--- src/design/adeq_pkg.sv ---
// Shared types and constants for the array double-ended queue.
package adeq_pkg;

    // Number of slots in the array, the value width and the other widths.
    localparam int DEPTH = 8;
    localparam int IDX_W = (DEPTH > 1) ? $clog2(DEPTH) : 1;
    localparam int VAL_W = 32;
    localparam int OCC_W = 4;
    localparam int SUM_W = (IDX_W + 1 > OCC_W) ? IDX_W + 1 : OCC_W;
    localparam logic [IDX_W-1:0] LAST_IDX = IDX_W'(DEPTH - 1);

    // Operation codes carried by an input item.
    typedef enum logic [1:0] {
        CMD_PUSH_BACK  = 2'd0,
        CMD_POP_FRONT  = 2'd1,
        CMD_PUSH_FRONT = 2'd2,
        CMD_POP_BACK   = 2'd3
    } t_cmd;

    // Result status codes.
    typedef enum logic [1:0] {
        STAT_DONE    = 2'd0,
        STAT_NO_ROOM = 2'd1,
        STAT_EMPTY   = 2'd2
    } t_status;

    // Controller states.
    typedef enum logic {
        ST_IDLE = 1'b0,
        ST_READ = 1'b1
    } t_state;

    // Access request from the controller to the slot memory.
    typedef struct packed {
        logic             we;
        logic [IDX_W-1:0] waddr;
        logic [VAL_W-1:0] wdata;
        logic             re;
        logic [IDX_W-1:0] raddr;
    } t_mem_req;

endpackage

--- src/design/adeq_if.sv ---
// Valid/ready channels for request items and result items.
interface adeq_req_if;
    import adeq_pkg::*;

    logic                    valid;
    logic                    ready;
    t_cmd                    cmd;
    logic signed [VAL_W-1:0] value;

    modport source (output valid, output cmd, output value, input ready);
    modport sink (input valid, input cmd, input value, output ready);
endinterface

interface adeq_rsp_if;
    import adeq_pkg::*;

    logic                    valid;
    logic                    ready;
    t_status                 status;
    logic signed [VAL_W-1:0] removed_value;
    logic [OCC_W-1:0]        occupancy;

    modport source (output valid, output status, output removed_value, output occupancy,
                    input ready);
    modport sink (input valid, input status, input removed_value, input occupancy,
                  output ready);
endinterface

--- src/design/adeq_ram.sv ---
// Generic single-write, single-read memory with a registered read port.
module adeq_ram #(
    parameter int WIDTH = 32,
    parameter int DEPTH = 8,
    localparam int AW = (DEPTH > 1) ? $clog2(DEPTH) : 1
) (
    input  logic             i_clk,
    input  logic             i_we,
    input  logic [AW-1:0]    i_waddr,
    input  logic [WIDTH-1:0] i_wdata,
    input  logic             i_re,
    input  logic [AW-1:0]    i_raddr,
    output logic [WIDTH-1:0] o_rdata
);

    logic [WIDTH-1:0] mem [DEPTH];
    logic [WIDTH-1:0] r_rdata;

    // Write port.
    always_ff @(posedge i_clk) begin
        if (i_we) begin
            mem[i_waddr] <= i_wdata;
        end
    end

    // Read port, registered.
    always_ff @(posedge i_clk) begin
        if (i_re) begin
            r_rdata <= mem[i_raddr];
        end
    end

    assign o_rdata = r_rdata;

endmodule

--- src/design/adeq_ctrl.sv ---
// Index bookkeeping, command decode and result register of the queue.
module adeq_ctrl (
    input  logic                      i_clk,
    input  logic                      i_rst_n,
    adeq_req_if.sink                  i_req,
    adeq_rsp_if.source                o_rsp,
    output adeq_pkg::t_mem_req        o_mem,
    input  logic [adeq_pkg::VAL_W-1:0] i_rdata
);
    import adeq_pkg::*;

    t_state           r_state, n_state;
    logic [IDX_W-1:0] r_front, n_front;
    logic [IDX_W-1:0] r_back, n_back;
    logic             r_empty, n_empty;
    logic             r_out_valid, n_out_valid;
    t_status          r_status, n_status;
    logic [VAL_W-1:0] r_removed;
    logic [OCC_W-1:0] r_occ, n_occ;
    logic [SUM_W-1:0] held;
    logic             accept;
    t_mem_req         mem_req;

    assign accept = i_req.valid && i_req.ready;

    // Decode the command against the current indices.
    always_comb begin
        n_front       = r_front;
        n_back        = r_back;
        n_empty       = r_empty;
        n_status      = STAT_DONE;
        mem_req.we    = 1'b0;
        mem_req.waddr = r_back;
        mem_req.wdata = i_req.value;
        mem_req.re    = 1'b0;
        mem_req.raddr = r_front;
        unique case (i_req.cmd) inside
            CMD_PUSH_BACK, CMD_PUSH_FRONT: begin
                if (r_empty) begin
                    n_front       = '0;
                    n_back        = '0;
                    n_empty       = 1'b0;
                    mem_req.we    = 1'b1;
                    mem_req.waddr = '0;
                end else if (i_req.cmd == CMD_PUSH_BACK) begin
                    if (r_back == LAST_IDX) begin
                        n_status = STAT_NO_ROOM;
                    end else begin
                        n_back        = r_back + 1'b1;
                        mem_req.we    = 1'b1;
                        mem_req.waddr = r_back + 1'b1;
                    end
                end else begin
                    if (r_front == '0) begin
                        n_status = STAT_NO_ROOM;
                    end else begin
                        n_front       = r_front - 1'b1;
                        mem_req.we    = 1'b1;
                        mem_req.waddr = r_front - 1'b1;
                    end
                end
            end
            default: begin
                if (r_empty) begin
                    n_status = STAT_EMPTY;
                end else begin
                    mem_req.re    = 1'b1;
                    mem_req.raddr = (i_req.cmd == CMD_POP_FRONT) ? r_front : r_back;
                    if (r_front == r_back) begin
                        n_empty = 1'b1;
                        n_front = '0;
                        n_back  = '0;
                    end else if (i_req.cmd == CMD_POP_FRONT) begin
                        n_front = r_front + 1'b1;
                    end else begin
                        n_back = r_back - 1'b1;
                    end
                end
            end
        endcase
        // Only an accepted item touches the memory.
        mem_req.we = mem_req.we && accept;
        mem_req.re = mem_req.re && accept;
    end

    // Occupancy after the operation, masked to the field width.
    always_comb begin
        held  = SUM_W'(n_back) - SUM_W'(n_front) + SUM_W'(1);
        n_occ = n_empty ? '0 : held[OCC_W-1:0];
    end

    // Next state.
    always_comb begin
        n_state = r_state;
        unique case (r_state)
            ST_IDLE: begin
                if (mem_req.re) begin
                    n_state = ST_READ;
                end
            end
            ST_READ: n_state = ST_IDLE;
            default: n_state = ST_IDLE;
        endcase
    end

    // Handshake outputs and result valid.
    always_comb begin
        i_req.ready = 1'b0;
        n_out_valid = r_out_valid && !o_rsp.ready;
        unique case (r_state)
            ST_IDLE: begin
                i_req.ready = !r_out_valid || o_rsp.ready;
                if (accept) begin
                    n_out_valid = !mem_req.re;
                end
            end
            ST_READ: n_out_valid = 1'b1;
            default: n_out_valid = 1'b0;
        endcase
    end

    // Control registers.
    always_ff @(posedge i_clk) begin
        if (!i_rst_n) begin
            r_state     <= ST_IDLE;
            r_front     <= '0;
            r_back      <= '0;
            r_empty     <= 1'b1;
            r_out_valid <= 1'b0;
        end else begin
            r_state     <= n_state;
            r_out_valid <= n_out_valid;
            if (accept) begin
                r_front <= n_front;
                r_back  <= n_back;
                r_empty <= n_empty;
            end
        end
    end

    // Result payload; a removal fills in its value when the read returns.
    always_ff @(posedge i_clk) begin
        if (accept) begin
            r_status  <= n_status;
            r_occ     <= n_occ;
            r_removed <= '0;
        end else if (r_state == ST_READ) begin
            r_removed <= i_rdata;
        end
    end

    assign o_mem                 = mem_req;
    assign o_rsp.valid           = r_out_valid;
    assign o_rsp.status          = r_status;
    assign o_rsp.removed_value   = r_removed;
    assign o_rsp.occupancy       = r_occ;

endmodule

--- src/design/array_double_ended_queue.sv ---
// Top level of the double-ended queue kept in a fixed, non-wrapping array.
//
// Usage: request items arrive on i_req (valid/ready) with a command and a
// value; each item yields exactly one result item on o_rsp (valid/ready)
// with a status, the removed value and the occupancy after the operation.
// Inserts with room write the slot memory in the cycle of acceptance, and
// their result is valid in the next cycle. A successful removal reads
// the registered read port of the slot memory; the controller waits in
// ST_READ and then registers the result. Throughput is one item per cycle
// for inserts and failed operations while results are taken; no new item
// is taken in ST_READ, so a removal must finish before the next item.
// A new item is taken while the previous result waits only if that result
// is taken in the same cycle; a stalled receiver holds the result register
// and i_req.ready stays low until it drains.
// Reset (synchronous, active low) empties the queue and clears both
// indices; slot contents are not cleared and need no clearing pass.
module array_double_ended_queue (
    input  logic        i_clk,
    input  logic        i_rst_n,
    adeq_req_if.sink    i_req,
    adeq_rsp_if.source  o_rsp
);
    import adeq_pkg::*;

    t_mem_req         mem_req;
    logic [VAL_W-1:0] rdata;

    // Command decode, indices and result register.
    adeq_ctrl u_ctrl (
        .i_clk   (i_clk),
        .i_rst_n (i_rst_n),
        .i_req   (i_req),
        .o_rsp   (o_rsp),
        .o_mem   (mem_req),
        .i_rdata (rdata)
    );

    // Slot storage.
    adeq_ram #(
        .WIDTH (VAL_W),
        .DEPTH (DEPTH)
    ) u_ram (
        .i_clk   (i_clk),
        .i_we    (mem_req.we),
        .i_waddr (mem_req.waddr),
        .i_wdata (mem_req.wdata),
        .i_re    (mem_req.re),
        .i_raddr (mem_req.raddr),
        .o_rdata (rdata)
    );

endmodule
--- src/flat_wrapper.sv ---
// flat-port wrapper written by rule: the top's interface ports become plain ports
module array_double_ended_queue_flat import adeq_pkg::*;
  (i_clk, i_rst_n, i_req_valid, i_req_cmd, i_req_value, i_req_ready, o_rsp_valid, o_rsp_status, o_rsp_removed_value, o_rsp_occupancy, o_rsp_ready);
  adeq_req_if i_req_i ();
  adeq_rsp_if o_rsp_i ();
  input  logic i_clk;
  input  logic i_rst_n;
  input wire logic [$bits(i_req_i.valid)-1:0] i_req_valid;
  input wire logic [$bits(i_req_i.cmd)-1:0] i_req_cmd;
  input wire logic [$bits(i_req_i.value)-1:0] i_req_value;
  output wire logic [$bits(i_req_i.ready)-1:0] i_req_ready;
  output wire logic [$bits(o_rsp_i.valid)-1:0] o_rsp_valid;
  output wire logic [$bits(o_rsp_i.status)-1:0] o_rsp_status;
  output wire logic [$bits(o_rsp_i.removed_value)-1:0] o_rsp_removed_value;
  output wire logic [$bits(o_rsp_i.occupancy)-1:0] o_rsp_occupancy;
  input wire logic [$bits(o_rsp_i.ready)-1:0] o_rsp_ready;
  assign i_req_i.valid = i_req_valid;
  assign i_req_i.cmd = i_req_cmd;
  assign i_req_i.value = i_req_value;
  assign i_req_ready = i_req_i.ready;
  assign o_rsp_valid = o_rsp_i.valid;
  assign o_rsp_status = o_rsp_i.status;
  assign o_rsp_removed_value = o_rsp_i.removed_value;
  assign o_rsp_occupancy = o_rsp_i.occupancy;
  assign o_rsp_i.ready = o_rsp_ready;
  array_double_ended_queue u_core (.i_clk(i_clk), .i_rst_n(i_rst_n), .i_req(i_req_i), .o_rsp(o_rsp_i));
endmodule
--- config.mk ---
export PLATFORM = sky130hd
export DESIGN_NAME = array_double_ended_queue_flat
export DESIGN_NICKNAME = d
export VERILOG_FILES = /design/src/design/adeq_pkg.sv /design/src/design/adeq_if.sv /design/src/design/adeq_ram.sv /design/src/design/adeq_ctrl.sv /design/src/design/array_double_ended_queue.sv /design/src/flat_wrapper.sv
export SDC_FILE = /design/constraint.sdc
export NUM_CORES = 1
export LEC_CHECK = 0
export ABC_AREA = 1
export BUFFER_PORTS_ARGS = -buffer_cell sky130_fd_sc_hd__buf_2
export CORE_MARGIN = 8
export CORE_UTILIZATION = 40
export CTS_CLUSTER_DIAMETER = 200
export DETAILED_ROUTE_END_ITERATION = 8
export PLACE_DENSITY = 0.67
export SYNTH_ARGS = -nofsm -noshare
export SYNTH_HDL_FRONTEND = slang
export SYNTH_SLANG_ARGS = --single-unit
export TNS_END_PERCENT = 20
--- constraint.sdc ---
create_clock -name i_clk -period 3.4 [get_ports i_clk]
set_input_delay 0.34 -clock i_clk [delete_from_list [all_inputs] [get_ports i_clk]]
set_output_delay 0.34 -clock i_clk [all_outputs]
set_load 0.01 [all_outputs]
==> results.cfg <==
[status]
status = finished clean

[sta]
worst-slew-pin-transition_ns = 0.792
fmax_mhz = 340
rsz0062_at_grt = no
setup_violations = 0
fin_tns_setup_ns = 0
fin_skew_ns = 0.0202
min_period_ns = 2.94
slew_violations = 0
slew_headroom_pct = 47.2
fin_crit_sh_pct = 86.4
hold_viol_final = 0

[worst_setup_path]
critical-path-top-delay-family = adder cells
timing.critical_path.from = u_core.u_ctrl.r_front[0]
cp.required_ns = 3.65
r2r_slack_ns = 0.46
crit_chain = inv_1 -> ha_1 -> nand2_1 -> nand2_1 -> o21ai_0 -> nand2_1 -> o21ai_0 -> nand2_1 -> ha_1 -> inv_1 -> ha_1 -> inv_1 -> fa_1 -> xnor2_1 -> nor2_1
cp-start-kind = flip-flop
crit_fanout = 6
path_buf_inv = 3
cp.arrival_ns = 3.19
crit_top_cell = nand2_1
r2r-start = u_core.u_ctrl.r_front[0]
cpPeakStageDelay_ns = 0.45
endpoint_kind = flip-flop
crit_type = flip-flop to flip-flop
slowest_stage = dfxtp_1

[min_path]
hold_class = input port to flip-flop
min_from = i_rst_n

[clock_network]
cts_resized = 0
cts_buffer_depth = 3
postCtsHoldBufs = 0
cts-root-buf = clkbuf_16
cts_buffers = 34
clk_pin_slew_worst_paths_ns = 0.06
cts_setup_buffers = 0
cts_tree = yes
ctsHtreeMaxLevel = 2
clkSinkCount = 335
clk_latency_ns = 0.51

[synthesis]
ys_types = 27
syn_area_um2 = 14300
syn-num-nets = 1416
yosysWarnings = 0
synthCells = 1368
seq_area_frac_synth_pct = 67.3
syn_area_per_cell_um2 = 10.5
ys_ff_latch = 335

[power]
seqPwrFrac_pct = 52.0
powerDensity_nw_per_um2 = 542
internal_power_uw = 6760
swShare_pct = 23.7
p_clk_share_pct = 37.9
combPwrFrac_pct = 10.1
power_switching_uw = 2100
p_leak_uw = 0.00699
peakVddDrop_mv = 0.305

[global_routing]
grt_usage_pct = 15.0
grt_start_max_net_pins = 129
grt-ovfl-total = 0
grt_pass1_wl_um = 49800
grt_pass1_vias = 8934
antenna_found_initial = 5

[finish]
layout.nets = 1480
fin_area_um2 = 16300
drive_gt1_share_pct = 13.3
fillCellCount = 3176
syn_to_final_growth_pct = 14.0

[placement]
io_buffer_count = 77
dp_hpwl_um = 18200
gp_congestion = 0.824
placed_area_um2 = 15300

[drt]
wl_per_cell_um = 16.7
firstDrtPassIters = 7
postRouteAntennaNets = 0
viasPerCell = 4.91
drc = 0
drt-initial-drc-count = 836
vias = 9407
wirelength_um = 31900

[floorplanning]
pin_count = 78
dieArea_um2 = 42100
fp-row-count = 69
start_util_pct = 40.5
design.core.area_um2 = 35400
die_x_um = 205
die-height_um = 205

[flow_run]
max_cap_violations = 0
[layer usage]
metal | global-route usage, % | vias to the layer above | wire, um
li1 | - | 4669 | -
met1 | 19.6 | 4425 | 14000
met2 | 24.4 | 249 | 15000
met3 | 3.73 | 56 | 2180
met4 | 4.47 | 8 | 648
met5 | 0 | - | 50
[layout make-up]
class                      instances  area [um2]  area share, %
antenna                            1        2.50         0.0153
clock buffer                      43         916           5.60
clock inverter                    15        85.1          0.521
inverter                         104         390           2.39
multi-input combinational        856        4030           24.7
sequential                       335        9650           59.1
tap                              461         577           3.53
timing repair buffer             101         691           4.23
[cell usage after synthesis]
master | number | area share (%)
a21oi_1 | 10 | 0.35
and2_1 | 1 | 0.044
buf_1 | 3 | 0.079
buf_2 | 38 | 1.3
buf_4 | 7 | 0.37
clkbuf_1 | 25 | 0.65
dfxtp_1 | 41 | 5.7
edfxtp_1 | 294 | 62
fa_1 | 1 | 0.14
ha_1 | 9 | 0.79
inv_1 | 102 | 2.7
inv_2 | 2 | 0.052
mux2_2 | 32 | 2.5
nand2_1 | 572 | 15
nand3_1 | 150 | 5.2
nand3_2 | 1 | 0.070
nand3b_1 | 33 | 1.7
nand4_1 | 4 | 0.17
nor2_1 | 23 | 0.60
nor3_1 | 3 | 0.10
o211ai_1 | 3 | 0.16
o21a_1 | 1 | 0.052
o21ai_0 | 6 | 0.21
o21ai_2 | 1 | 0.061
o22ai_1 | 3 | 0.13
xnor2_1 | 2 | 0.12
xor2_1 | 1 | 0.061
[flip-flops by register name, indices dropped and copies added, names as in the netlist]
register,flops
u_core.u_ctrl.r_empty,1
u_core.u_ctrl.r_front,3
u_core.u_ctrl.o_rsp.occupancy,4
u_core.u_ctrl.o_rsp.removed_value,32
u_core.u_ctrl.r_back,3
u_core.u_ctrl.o_rsp.valid,1
u_core.u_ctrl.o_rsp.status,2
u_core.u_ram.o_rdata,32
u_core.u_ctrl.r_state,1
u_core.u_ram.mem,256
[kinds of logic (layout without fill, tap and decap cells)]
kind of cell | count (synthesis) | after routing | share of synthesized area [%]
multiplexers | 32 | 32 | 2.51
adder cells (fa/ha/maj) | 10 | 10 | 0.925
AO/OA/AOI/OAI | 24 | 24 | 0.960
XOR/XNOR | 3 | 3 | 0.183
flip-flops | 335 | 335 | 67.3
buffers and inverters | 177 | 263 | 5.15
AND/OR/NAND/NOR | 787 | 787 | 22.9
other | 0 | 1 | 0
[power by group through the flow]
stage | clock network [uW] | logic [uW] | registers [uW]
final | 3360 | 897 | 4600
after floorplan | 0 | 580 | 4690
after detailed placement | 0 | 891 | 4690
after global placement | 0 | 881 | 4690
after CTS | 3440 | 896 | 4600
after global routing | 3590 | 1000 | 4610
[layout by cell type, fill, tap and decap left out, types with 4 or more instances in the layout]
| master | synthesis | final |
|---|---|---|
| dfxtp_1 | 41 | 41 |
| clkbuf_1 | 25 | 7 |
| nand2_1 | 572 | 570 |
| edfxtp_1 | 294 | 294 |
| ha_1 | 9 | 9 |
| clkbuf_16 | 0 | 35 |
| nand3b_1 | 33 | 33 |
| nand3_1 | 150 | 150 |
| buf_4 | 7 | 14 |
| buf_12 | 0 | 10 |
| a21oi_1 | 10 | 10 |
| clkinv_2 | 0 | 5 |
| buf_2 | 38 | 77 |
| nor2_1 | 23 | 14 |
| nor2_4 | 0 | 8 |
| o21ai_0 | 6 | 6 |
| mux2_2 | 32 | 32 |
| clkinv_1 | 0 | 5 |
| inv_1 | 102 | 102 |
| nand4_1 | 4 | 4 |
[final timing paths]
kind                                       to  cells after the start
min                     u_core.u_ctrl.r_empty                      2
min reg2reg             u_core.u_ctrl.r_empty                      2
max          u_core.u_ctrl.o_rsp.occupancy[3]                     15
max reg2reg  u_core.u_ctrl.o_rsp.occupancy[3]                     15
[metrics by stage]
step | utilization (%) | setup WS, ns | hold slack, ns | instances | total power (uW)
2_1_floorplan | - | 0.244 | 0.439 | 1368 | 5270
3_3_place_gp | 43.3 | 0.517 | 0.522 | 1857 | 5570
3_5_place_dp | 43.3 | 0.485 | 0.530 | 1857 | 5580
4_1_cts | 46.2 | 0.496 | 0.0378 | 1915 | 8940
5_1_grt | 46.2 | 0.276 | 0.0646 | 1915 | 9200
6_report | 46.2 | 0.462 | 0.0563 | 1916 | 8860
No activity file was read; power rests on OpenSTA's default activity.
